<file path="src/design/assert_macros.svh">
// Assertion macros used by the decoder core.
`ifndef ASSERT_MACROS_SVH
`define ASSERT_MACROS_SVH

// Same-cycle implication, disabled during reset.
`define ASSERT_IMPLIES(label, clk, rst_n, ante, cons) \
    label: assert property (@(posedge clk) disable iff (!rst_n) (ante) |-> (cons)) \
        else $error("assertion failed: implication");

// Next-cycle implication, disabled during reset.
`define ASSERT_NEXT(label, clk, rst_n, ante, cons) \
    label: assert property (@(posedge clk) disable iff (!rst_n) (ante) |=> (cons)) \
        else $error("assertion failed: next-cycle implication");

`endif

</file>
<file path="src/design/rbgd_pkg.sv">
// Types, codes and helper functions of the remote button gesture decoder.
package rbgd_pkg;

    typedef enum logic [2:0] {
        OP_PRESS   = 3'd0,
        OP_RELEASE = 3'd1,
        OP_HOLD    = 3'd2,
        OP_PING    = 3'd3,
        OP_SLEEP   = 3'd4,
        OP_POLL    = 3'd5
    } op_t;

    typedef enum logic [2:0] {
        KIND_COMMAND = 3'd0,
        KIND_PRESS   = 3'd1,
        KIND_RELEASE = 3'd2,
        KIND_PING    = 3'd3,
        KIND_SLEEP   = 3'd4
    } kind_t;

    typedef enum logic [2:0] {
        GEST_NONE     = 3'd0,
        GEST_CLICKED  = 3'd1,
        GEST_DOUBLE   = 3'd2,
        GEST_MULTIPLE = 3'd3,
        GEST_LONG     = 3'd4
    } gesture_t;

    localparam logic [2:0] CFG_CLICK_TIME        = 3'd0;
    localparam logic [2:0] CFG_WAIT_TIME         = 3'd1;
    localparam logic [2:0] CFG_FIRST_REPEAT_TIME = 3'd2;
    localparam logic [2:0] CFG_LATER_REPEAT_TIME = 3'd3;
    localparam logic [2:0] CFG_SLEEP_TIME        = 3'd4;
    localparam logic [2:0] CFG_CHATTER_GAP       = 3'd5;

    localparam logic [1:0] TYPE_SINGLE    = 2'd0;
    localparam logic [1:0] TYPE_REPEATING = 2'd1;
    localparam logic [1:0] TYPE_GESTURE   = 2'd2;

    localparam logic [31:0] BOUNCE_MS = 32'd30;
    localparam logic [31:0] REL_MASK  = 32'h0000_00FF;

    localparam int MAX_RES = 3;

    typedef struct packed {
        kind_t       kind;
        gesture_t    gesture;
        logic [31:0] code;
        logic        known;
        logic        last;
    } res_t;

    typedef struct packed {
        logic        active;
        logic        release_pending;
        logic        release_sent;
        logic        hold_seen;
        logic        long_sent;
        logic        initial_sent;
        logic        hold_valid;
        logic [1:0]  repeat_phase;
        logic [1:0]  clicks;
        logic [31:0] press_start;
        logic [31:0] last_press;
        logic [31:0] last_release;
        logic [31:0] last_hold;
        logic [31:0] last_related;
        logic [31:0] next_repeat;
        logic [31:0] cur_code;
        logic [1:0]  cur_type;
        logic        cur_known;
    } seq_t;

    localparam seq_t SEQ_CLEAR = '0;

    function automatic seq_t seq_begin(logic [31:0] code, logic [1:0] ctype,
                                       logic known, logic [31:0] now);
        seq_t s;
        s              = SEQ_CLEAR;
        s.active       = 1'b1;
        s.clicks       = 2'd1;
        s.press_start  = now;
        s.last_press   = now;
        s.last_related = now;
        s.cur_code     = code;
        s.cur_type     = ctype;
        s.cur_known    = known;
        return s;
    endfunction

    function automatic res_t mk_res(kind_t kind, gesture_t gest, logic [31:0] code,
                                    logic known);
        res_t r;
        r.kind    = kind;
        r.gesture = gest;
        r.code    = code;
        r.known   = known;
        r.last    = 1'b0;
        return r;
    endfunction

    function automatic gesture_t click_gesture(logic [1:0] clicks);
        gesture_t g;
        unique case (clicks)
            2'd1:    g = GEST_CLICKED;
            2'd2:    g = GEST_DOUBLE;
            default: g = GEST_MULTIPLE;
        endcase
        return g;
    endfunction

endpackage

</file>
<file path="src/design/remote_button_gesture_decoder_core.sv">
// Remote button gesture decoder: press sequence tracking and event generation.
// Latency: the first result of an accepted item is valid in the cycle after its transfer.
// An item causing k results (0..3) holds the result buffer until its results have transferred;
// the next item is taken when the buffer is empty or its last result transfers.
// State and result buffer are updated in the accept cycle by one pass of logic.
// Reset: asynchronous, clears all sequence state and loads the register defaults.
`include "assert_macros.svh"

module remote_button_gesture_decoder_core
    import rbgd_pkg::*;
(
    input  logic        clk,
    input  logic        rst_n,
    // input stream
    input  logic        s_axis_tvalid,
    output logic        s_axis_tready,
    input  logic [71:0] s_axis_tdata,  // command_code[31:0], command_type[33:32],
                                       // command_known[34], time_ms[66:35], zero pad
    input  logic [2:0]  s_axis_tuser,  // op[2:0]
    // result stream
    output logic        m_axis_tvalid,
    input  logic        m_axis_tready,
    output logic [39:0] m_axis_tdata,  // gesture[2:0], event_code[34:3],
                                       // event_known[35], zero pad
    output logic [2:0]  m_axis_tuser,  // event_kind[2:0]
    output logic        m_axis_tlast,  // last_event
    // configuration writes
    input  logic        cfg_valid,
    output logic        cfg_ready,
    input  logic [2:0]  cfg_index,
    input  logic [23:0] cfg_data
);

    logic [15:0] click_time_reg, wait_time_reg, first_repeat_reg, later_repeat_reg;
    logic [15:0] chatter_gap_reg;
    logic [23:0] sleep_time_reg;

    seq_t        seq_reg, seq_next;
    logic        awake_reg, awake_next;
    logic        ping_seen_reg, ping_seen_next;
    logic [31:0] last_activity_reg, last_activity_next;

    res_t        res_buf_reg [MAX_RES];
    res_t        res_next [MAX_RES];
    logic [1:0]  n_next;
    logic [1:0]  count_reg;
    logic [1:0]  rd_ptr_reg;

    logic        in_fire, out_fire;
    op_t         op;
    logic [31:0] code_in, now;
    logic [1:0]  type_in;
    logic        known_in;

    logic [31:0] wait32, click32, gap32;
    logic [31:0] d_rel, d_hold, d_start, d_press, d_related, d_repeat, d_act;
    logic        hold_cont, press_act;
    res_t        res_cur;

    assign cfg_ready = 1'b1;

    assign op       = op_t'(s_axis_tuser);
    assign code_in  = s_axis_tdata[31:0];
    assign type_in  = s_axis_tdata[33:32];
    assign known_in = s_axis_tdata[34];
    assign now      = s_axis_tdata[66:35];

    assign s_axis_tready = (count_reg == 2'd0) || (count_reg == 2'd1 && m_axis_tready);
    assign in_fire  = s_axis_tvalid && s_axis_tready;
    assign out_fire = m_axis_tvalid && m_axis_tready;

    assign wait32  = {16'd0, wait_time_reg};
    assign click32 = {16'd0, click_time_reg};
    assign gap32   = {16'd0, chatter_gap_reg};

    assign d_rel     = now - seq_reg.last_release;
    assign d_hold    = now - seq_reg.last_hold;
    assign d_start   = now - seq_reg.press_start;
    assign d_press   = now - seq_reg.last_press;
    assign d_related = now - seq_reg.last_related;
    assign d_repeat  = now - seq_reg.next_repeat;
    assign d_act     = now - last_activity_reg;

    assign hold_cont = seq_reg.active && seq_reg.release_pending && (d_rel <= gap32) &&
                       (seq_reg.hold_seen ||
                        (seq_reg.hold_valid && d_hold <= wait32) ||
                        (seq_reg.cur_type == TYPE_GESTURE && d_start >= click32));

    assign press_act = seq_reg.active && !seq_reg.release_pending && (d_related <= wait32);

    always_comb
    begin
        seq_next           = seq_reg;
        awake_next         = awake_reg;
        ping_seen_next     = ping_seen_reg;
        last_activity_next = last_activity_reg;
        n_next             = 2'd0;
        for (int i = 0; i < MAX_RES; i++)
        begin
            res_next[i] = mk_res(KIND_COMMAND, GEST_NONE, 32'd0, 1'b0);
        end

        unique case (op)
            OP_PRESS:
            begin
                awake_next         = 1'b1;
                last_activity_next = now;
                if (!seq_reg.active || code_in != seq_reg.cur_code)
                begin
                    if (seq_reg.active && seq_reg.release_pending &&
                        seq_reg.cur_type == TYPE_GESTURE && !seq_reg.long_sent &&
                        seq_reg.clicks != 2'd0)
                    begin
                        res_next[n_next] = mk_res(KIND_COMMAND,
                                                  click_gesture(seq_reg.clicks),
                                                  seq_reg.cur_code, seq_reg.cur_known);
                        n_next = n_next + 2'd1;
                    end
                    seq_next = seq_begin(code_in, type_in, known_in, now);
                    if (n_next != 2'd3)
                    begin
                        res_next[n_next] = mk_res(KIND_PRESS, GEST_NONE, code_in, known_in);
                        n_next = n_next + 2'd1;
                    end
                end
                else if (seq_reg.release_pending)
                begin
                    seq_next.release_pending = 1'b0;
                    seq_next.last_press      = now;
                    seq_next.last_related    = now;
                    if (!hold_cont)
                    begin
                        seq_next.release_sent = 1'b0;
                        seq_next.hold_seen    = 1'b0;
                        seq_next.press_start  = now;
                        if (seq_reg.clicks != 2'd3)
                        begin
                            seq_next.clicks = seq_reg.clicks + 2'd1;
                        end
                        seq_next.initial_sent = 1'b0;
                        seq_next.repeat_phase = 2'd0;
                        seq_next.next_repeat  = 32'd0;
                        res_next[n_next] = mk_res(KIND_PRESS, GEST_NONE, code_in, known_in);
                        n_next = n_next + 2'd1;
                    end
                end
                else if (d_press > BOUNCE_MS)
                begin
                    seq_next.last_press   = now;
                    seq_next.last_related = now;
                end
            end
            OP_RELEASE:
            begin
                awake_next         = 1'b1;
                last_activity_next = now;
                if (seq_reg.active && code_in == (seq_reg.cur_code & REL_MASK))
                begin
                    seq_next.release_pending = 1'b1;
                    seq_next.release_sent    = 1'b0;
                    seq_next.last_release    = now;
                    seq_next.last_related    = now;
                end
            end
            OP_HOLD:
            begin
                awake_next         = 1'b1;
                last_activity_next = now;
                if (seq_reg.active)
                begin
                    seq_next.release_pending = 1'b0;
                    seq_next.hold_seen       = 1'b1;
                    seq_next.last_hold       = now;
                    seq_next.hold_valid      = 1'b1;
                    seq_next.last_related    = now;
                end
            end
            OP_PING:
            begin
                awake_next         = 1'b1;
                ping_seen_next     = 1'b1;
                last_activity_next = now;
                res_next[n_next] = mk_res(KIND_PING, GEST_NONE, 32'd0, 1'b1);
                n_next = n_next + 2'd1;
            end
            OP_SLEEP:
            begin
                last_activity_next = now;
                ping_seen_next     = 1'b0;
                awake_next         = 1'b0;
                seq_next           = SEQ_CLEAR;
                res_next[n_next] = mk_res(KIND_SLEEP, GEST_NONE, 32'd0, 1'b1);
                n_next = n_next + 2'd1;
            end
            OP_POLL:
            begin
                if (seq_reg.active)
                begin
                    if (seq_reg.release_pending && !seq_reg.release_sent && d_rel > gap32)
                    begin
                        res_next[n_next] = mk_res(KIND_RELEASE, GEST_NONE,
                                                  seq_reg.cur_code, seq_reg.cur_known);
                        n_next = n_next + 2'd1;
                        seq_next.release_sent = 1'b1;
                    end
                    if (seq_reg.cur_type <= TYPE_REPEATING)
                    begin
                        if (!seq_reg.initial_sent)
                        begin
                            res_next[n_next] = mk_res(KIND_COMMAND, GEST_NONE,
                                                      seq_reg.cur_code, seq_reg.cur_known);
                            n_next = n_next + 2'd1;
                            seq_next.initial_sent = 1'b1;
                            if (seq_reg.cur_type == TYPE_REPEATING)
                            begin
                                seq_next.repeat_phase = 2'd1;
                                seq_next.next_repeat  = now + {16'd0, first_repeat_reg};
                            end
                        end
                        else if (seq_reg.cur_type == TYPE_REPEATING && press_act &&
                                 seq_reg.hold_seen && !d_repeat[31])
                        begin
                            res_next[n_next] = mk_res(KIND_COMMAND, GEST_NONE,
                                                      seq_reg.cur_code, seq_reg.cur_known);
                            n_next = n_next + 2'd1;
                            seq_next.repeat_phase = 2'd2;
                            seq_next.next_repeat  = now + {16'd0, later_repeat_reg};
                        end
                        if (d_related > wait32)
                        begin
                            seq_next = SEQ_CLEAR;
                        end
                    end
                    else
                    begin
                        if (!seq_reg.long_sent && press_act && d_start >= click32)
                        begin
                            res_next[n_next] = mk_res(KIND_COMMAND, GEST_LONG,
                                                      seq_reg.cur_code, seq_reg.cur_known);
                            n_next = n_next + 2'd1;
                            seq_next.long_sent = 1'b1;
                        end
                        if (!seq_next.long_sent && seq_reg.release_pending &&
                            d_rel > wait32)
                        begin
                            if (seq_reg.cur_type == TYPE_GESTURE && seq_reg.clicks != 2'd0)
                            begin
                                res_next[n_next] = mk_res(KIND_COMMAND,
                                                          click_gesture(seq_reg.clicks),
                                                          seq_reg.cur_code,
                                                          seq_reg.cur_known);
                                n_next = n_next + 2'd1;
                            end
                            seq_next = SEQ_CLEAR;
                        end
                        else if (seq_next.long_sent && d_related > wait32)
                        begin
                            seq_next = SEQ_CLEAR;
                        end
                    end
                end
                if (awake_reg && ping_seen_reg && d_act > {8'd0, sleep_time_reg})
                begin
                    awake_next     = 1'b0;
                    ping_seen_next = 1'b0;
                    if (n_next != 2'd3)
                    begin
                        res_next[n_next] = mk_res(KIND_SLEEP, GEST_NONE, 32'd0, 1'b1);
                        n_next = n_next + 2'd1;
                    end
                end
            end
            default:
            begin
            end
        endcase

        if (n_next != 2'd0)
        begin
            res_next[n_next - 2'd1].last = 1'b1;
        end
    end

    always_ff @(posedge clk or negedge rst_n)
    begin
        if (!rst_n)
        begin
            click_time_reg    <= 16'd500;
            wait_time_reg     <= 16'd300;
            first_repeat_reg  <= 16'd400;
            later_repeat_reg  <= 16'd100;
            sleep_time_reg    <= 24'd60000;
            chatter_gap_reg   <= 16'd50;
        end
        else if (cfg_valid && cfg_ready)
        begin
            priority case (cfg_index)
                CFG_CLICK_TIME:        click_time_reg   <= cfg_data[15:0];
                CFG_WAIT_TIME:         wait_time_reg    <= cfg_data[15:0];
                CFG_FIRST_REPEAT_TIME: first_repeat_reg <= cfg_data[15:0];
                CFG_LATER_REPEAT_TIME: later_repeat_reg <= cfg_data[15:0];
                CFG_SLEEP_TIME:        sleep_time_reg   <= cfg_data;
                CFG_CHATTER_GAP:       chatter_gap_reg  <= cfg_data[15:0];
                default:
                begin
                end
            endcase
        end
    end

    always_ff @(posedge clk or negedge rst_n)
    begin
        if (!rst_n)
        begin
            seq_reg           <= SEQ_CLEAR;
            awake_reg         <= 1'b0;
            ping_seen_reg     <= 1'b0;
            last_activity_reg <= 32'd0;
            count_reg         <= 2'd0;
            rd_ptr_reg        <= 2'd0;
        end
        else if (in_fire)
        begin
            seq_reg           <= seq_next;
            awake_reg         <= awake_next;
            ping_seen_reg     <= ping_seen_next;
            last_activity_reg <= last_activity_next;
            count_reg         <= n_next;
            rd_ptr_reg        <= 2'd0;
        end
        else if (out_fire)
        begin
            count_reg  <= count_reg - 2'd1;
            rd_ptr_reg <= rd_ptr_reg + 2'd1;
        end
    end

    always_ff @(posedge clk)
    begin
        if (in_fire)
        begin
            for (int i = 0; i < MAX_RES; i++)
            begin
                res_buf_reg[i] <= res_next[i];
            end
        end
    end

    assign res_cur       = res_buf_reg[rd_ptr_reg];
    assign m_axis_tvalid = (count_reg != 2'd0);
    assign m_axis_tdata  = {4'd0, res_cur.known, res_cur.code, res_cur.gesture};
    assign m_axis_tuser  = res_cur.kind;
    assign m_axis_tlast  = res_cur.last;

    `ASSERT_IMPLIES(a_last_drains_buffer, clk, rst_n, out_fire && m_axis_tlast, count_reg == 2'd1)
    `ASSERT_NEXT(a_ping_gives_result, clk, rst_n, in_fire && op == OP_PING, m_axis_tvalid)
    `ASSERT_IMPLIES(a_idle_seq_cleared, clk, rst_n, !seq_reg.active, seq_reg.clicks == 2'd0 && !seq_reg.release_pending)
    `ASSERT_IMPLIES(a_active_has_click, clk, rst_n, seq_reg.active, seq_reg.clicks != 2'd0)

endmodule

</file>
<file path="config.mk">
export PLATFORM = sky130hd
export DESIGN_NAME = remote_button_gesture_decoder_core
export DESIGN_NICKNAME = d
export VERILOG_FILES = /design/src/design/rbgd_pkg.sv /design/src/design/remote_button_gesture_decoder_core.sv
export VERILOG_INCLUDE_DIRS = /design/src /design/src/design
export SDC_FILE = /design/constraint.sdc
export NUM_CORES = 2
export LEC_CHECK = 0
export ABC_AREA = 0
export CORE_MARGIN = 5
export CORE_UTILIZATION = 29
export CTS_CLUSTER_DIAMETER = 150
export DETAILED_ROUTE_END_ITERATION = 12
export DONT_BUFFER_PORTS = 1
export GPL_TIMING_DRIVEN = 0
export PLACE_DENSITY = 0.41
export SLEW_MARGIN = 20
export SYNTH_ARGS = -nofsm -noshare
export SYNTH_HDL_FRONTEND = slang
export SYNTH_SLANG_ARGS = --single-unit
</file>
<file path="constraint.sdc">
create_clock -name clk -period 17.35 [get_ports clk]
set_clock_uncertainty 0.1 [all_clocks]
set_input_delay 0.8675 -clock clk [delete_from_list [all_inputs] [get_ports clk]]
set_output_delay 0.8675 -clock clk [all_outputs]
set_load 0.02 [all_outputs]
</file>
==> impl_results.md <==
- Outcome: finished, final reports clean
- Routed WL: 133.8 mm
- ANT nets after route: 0
- # fillers: 13380
- Fin nets: 4708
- Starting density of the core: 29.21%
- Endpoints failing setup: 0
- Worst-Margin Slew: 1096 ps
- Clock root buffer: clkbuf_16
- Number of enable flip-flop cells after synthesis: 116
- Htree depth: 3
- PwrDens: 160.8 nW/um2
- Final period util: 48.44%
- CTS Sinks: 494
- Reg2reg setup slack: 8950 ps
- Mapped Cells: 4165
- Area growth, synth to finish: 12.47%
- Vias per inst: 5.219
- Fin crit period: 8405 ps
- Cell Area, Placed: 39470 um2
- 1st-iter DRT viols: 1760
- Mux cell area share after synthesis: 7.572%
- Worst hold path cell count: 1
- Core area: 127700 um2
- Reg2Reg Capture Point: res_buf_reg[0][5]
- Max IR drop VDD: 0.07153 mV
- Rows: 131
- Max incr delay on CP: 700 ps
- Clk buf depth: 3
- GRT Total Usage: 19.29%
- PortBufs: 0
- Setup TNS: 0 ps
- CTS tree: yes
- Critical path capture point type: register
- Simple-Gate Fraction of Synth Area: 16.48%
- DRT Pass-1 Iters: 5
- Initial antenna violation count: 12
- First-pass GRT wire length: 200.3 mm
- RePlAce Congestion: 0.8483
- Fmax: 0.1190 GHz
- Syn. warnings: 0
- Setup Crit Path Kind: reg -> reg
- Final instance area: 41940 um2
- Fraction of layout cells with a size suffix above 1: 9.159%
- Vias in the first global route: 30770
- Flop and latch count out of synthesis: 494
- Post-CTS setup buffer count: 0
- Grt total ovfl: 0
- Drt wl/cell: 22.43 um
- Synthesized area: 37290 um2
- Largest family of logic cells by synthesized area: compound AO/OA/AOI/OAI gates
- Clk_lat worst skew: 660 ps
- Die width: 368.6 um
- CTS resizes: 0
- Layout Cells excl Fill: 5965
- Hold_ws: 211.5 ps
- Worst r2r path cells: 30
- Slowest cell on crit path: a2111oi_0
- Fraction of registers with async set or reset after synthesis: 76.52%
- Worst Path Max Fanout: 10
- Post-Synth XOR/XNOR Area: 3.992%
- CTS buffer count: 67
- Final hold vios: 0
- Max-slew headroom: 26.29%
- Ports: 154
- Synth Flop Type: dfrtp_1
- R2R Path Start: seq_reg[135]
- Clock slew at reported path FFs: 60 ps
- Die area: 135900 um2
- Unique cell type count in the Yosys netlist: 96
- Largest register FFs: 236
- Sequential element share of the synthesized area: 34.79%
- Post-Synth Adder-Cell Area: 12.02%
- RSZ-0062 raised after global routing: no
- Setup crit start kind: register
- Hold WC Path Type: in -> reg
- Largest net degree at the start of global routing: 365
- Post-DP HPWL: 98.75 mm
- Avg Inst Size Synth: 8.954 um2
- Required @ worst endpoint: 17760 ps
- HP Start: m_axis_tready
- Max cap viols: 0
- Critical Path AT: 8810 ps
- Drt drc: 0
- Die height: 368.6 um
- Hold Path End: rd_ptr_reg[1]
- Slew Limit Fails: 0
- Post-Place Cells: 5834
- Leak pwr: 17.60 nW
- Area fraction in compound gates after synthesis: 19.51%
- Routed vias: 31130
==> where the power goes <==
group          internal (W)  total, W  switching (W)  leakage, nW
Sequential          0.00156   0.00174       0.000182         5.88
Combinational       0.00138   0.00351        0.00213         10.6
Clock              0.000883   0.00149       0.000610         1.12
Total               0.00382   0.00674        0.00292         17.6
==> cell usage after synthesis, drive strengths merged (13+ instances only) <==
master   count  share of area (%)
inv        365                3.7
nor3b       17               0.37
a211oi      37               0.76
mux2i       74                2.0
a21o        91                1.8
o21ai      345                4.6
buf         33               0.57
or2         13               0.22
nor3        64               0.86
a22o        99                2.3
nand2      428                4.3
a2111oi     19               0.46
o21a        37               0.74
a211o       15               0.35
o211ai      39               0.79
nor2b       48               0.81
a21oi      222                3.0
xnor2      108                2.5
nand4       72                1.2
o21bai      25               0.51
mux2       185                5.6
nand3      115                1.5
and2        88                1.7
clkbuf     137                1.4
nor2       218                2.2
xor2        62                1.5
nand2b      47               0.79
a31oi       44               0.75
a21boi      14               0.28
nor4        32               0.54
edfxtp     116                9.3
and3        28               0.48
o2111ai     16               0.38
dfrtp      352                 24
ha         347                 12
dfstp       26                1.8
or3         23               0.39
==> through the flow <==
stage | worst slack [ps] | utilization, % | power (W)
finish | 8945 | 32.85 | 0.006745
CTS | 8920 | 32.78 | 0.006805
global placement | 8529 | 30.85 | 0.005237
detailed placement | 8498 | 30.91 | 0.005244
floorplan | 10640 | - | 0.004350
global route | 8383 | 32.85 | 0.007318
==> layer usage <==
metal,track usage [%],share of wire (%)
met1,26.63,47
met5,0,0
met3,2.452,3.9
met4,5.081,2.4
met2,31.91,46
==> cell usage in the layout, fill, tap and decap left out, drive strengths merged, types with 10 or more instances in the layout <==
cell type | netlist | final
buf | 33 | 42
or3 | 23 | 23
nand2 | 428 | 428
nand4 | 72 | 72
nor4 | 32 | 32
o211ai | 39 | 39
a22o | 99 | 99
a31o | 10 | 10
xor2 | 62 | 62
o21ai | 345 | 345
edfxtp | 116 | 116
o21bai | 25 | 25
a21o | 91 | 91
a211o | 15 | 15
mux2 | 185 | 185
or2 | 13 | 13
a21boi | 14 | 14
nand3 | 115 | 115
xnor2 | 108 | 108
nand2b | 47 | 47
a211oi | 37 | 37
mux2i | 74 | 74
a2111oi | 19 | 19
dfstp | 26 | 26
and2 | 88 | 88
and3 | 28 | 28
nor2 | 218 | 218
o21a | 37 | 37
a21oi | 222 | 222
clkinv | 0 | 16
nor2b | 48 | 48
inv | 365 | 369
o31ai | 12 | 12
o2111ai | 16 | 16
nor3 | 64 | 64
ha | 347 | 347
clkbuf | 137 | 225
a31oi | 44 | 44
nor3b | 17 | 17
dfrtp | 352 | 352
==> how the worst max path moves through the flow <==
stage	startpoint	endpoint	slack (ps)	cells after the start
CTS	seq_reg[135]	res_buf_reg[0][5]	8920	30
detailed placement	s_axis_tdata[39]	res_buf_reg[0][5]	8500	29
global placement	s_axis_tdata[39]	res_buf_reg[0][5]	8530	29
global route	seq_reg[135]	res_buf_reg[0][9]	8380	30
floorplan	s_axis_tdata[39]	res_buf_reg[2][10]	10640	30
finish	seq_reg[135]	res_buf_reg[0][5]	8950	30
==> layout make-up <==
type,instances,area (um2),area share [%]
multi-input combinational,3139,22260,53.06
sequential,494,12970,30.93
tap,1662,2079,4.958
clock buffer,88,1847,4.403
inverter,365,1375,3.278
buffer,170,726.9,1.733
clock inverter,36,500.5,1.193
timing repair buffer,10,182.7,0.4355
antenna,1,2.502,0.005966
==> worst max-delay path, delay by kind of cell (launching register included) <==
kind / cells / cell delay (ps)
compound gates: 17 / 4730
xor+xnor: 1 / 250
fa+ha+maj: 3 / 970
buf+inv: 2 / 430
flops: 1 / 350
simple gates: 7 / 1450
==> cells by family after synthesis <==
kind of cell	Yosys count
multiplexers	259
adder cells (fa/ha/maj)	354
other	2
XOR/XNOR	170
AND/OR/NAND/NOR	1235
flip-flops	494
AO/OA/AOI/OAI	1116
buffers and inverters	535
==> what timing repair did <==
item,4_1_cts,5_1_grt
hold buffers,2,1
setup endpoints to repair,0,0
hold endpoints to repair,364,26
No activity file was read; power rests on OpenSTA's default activity.
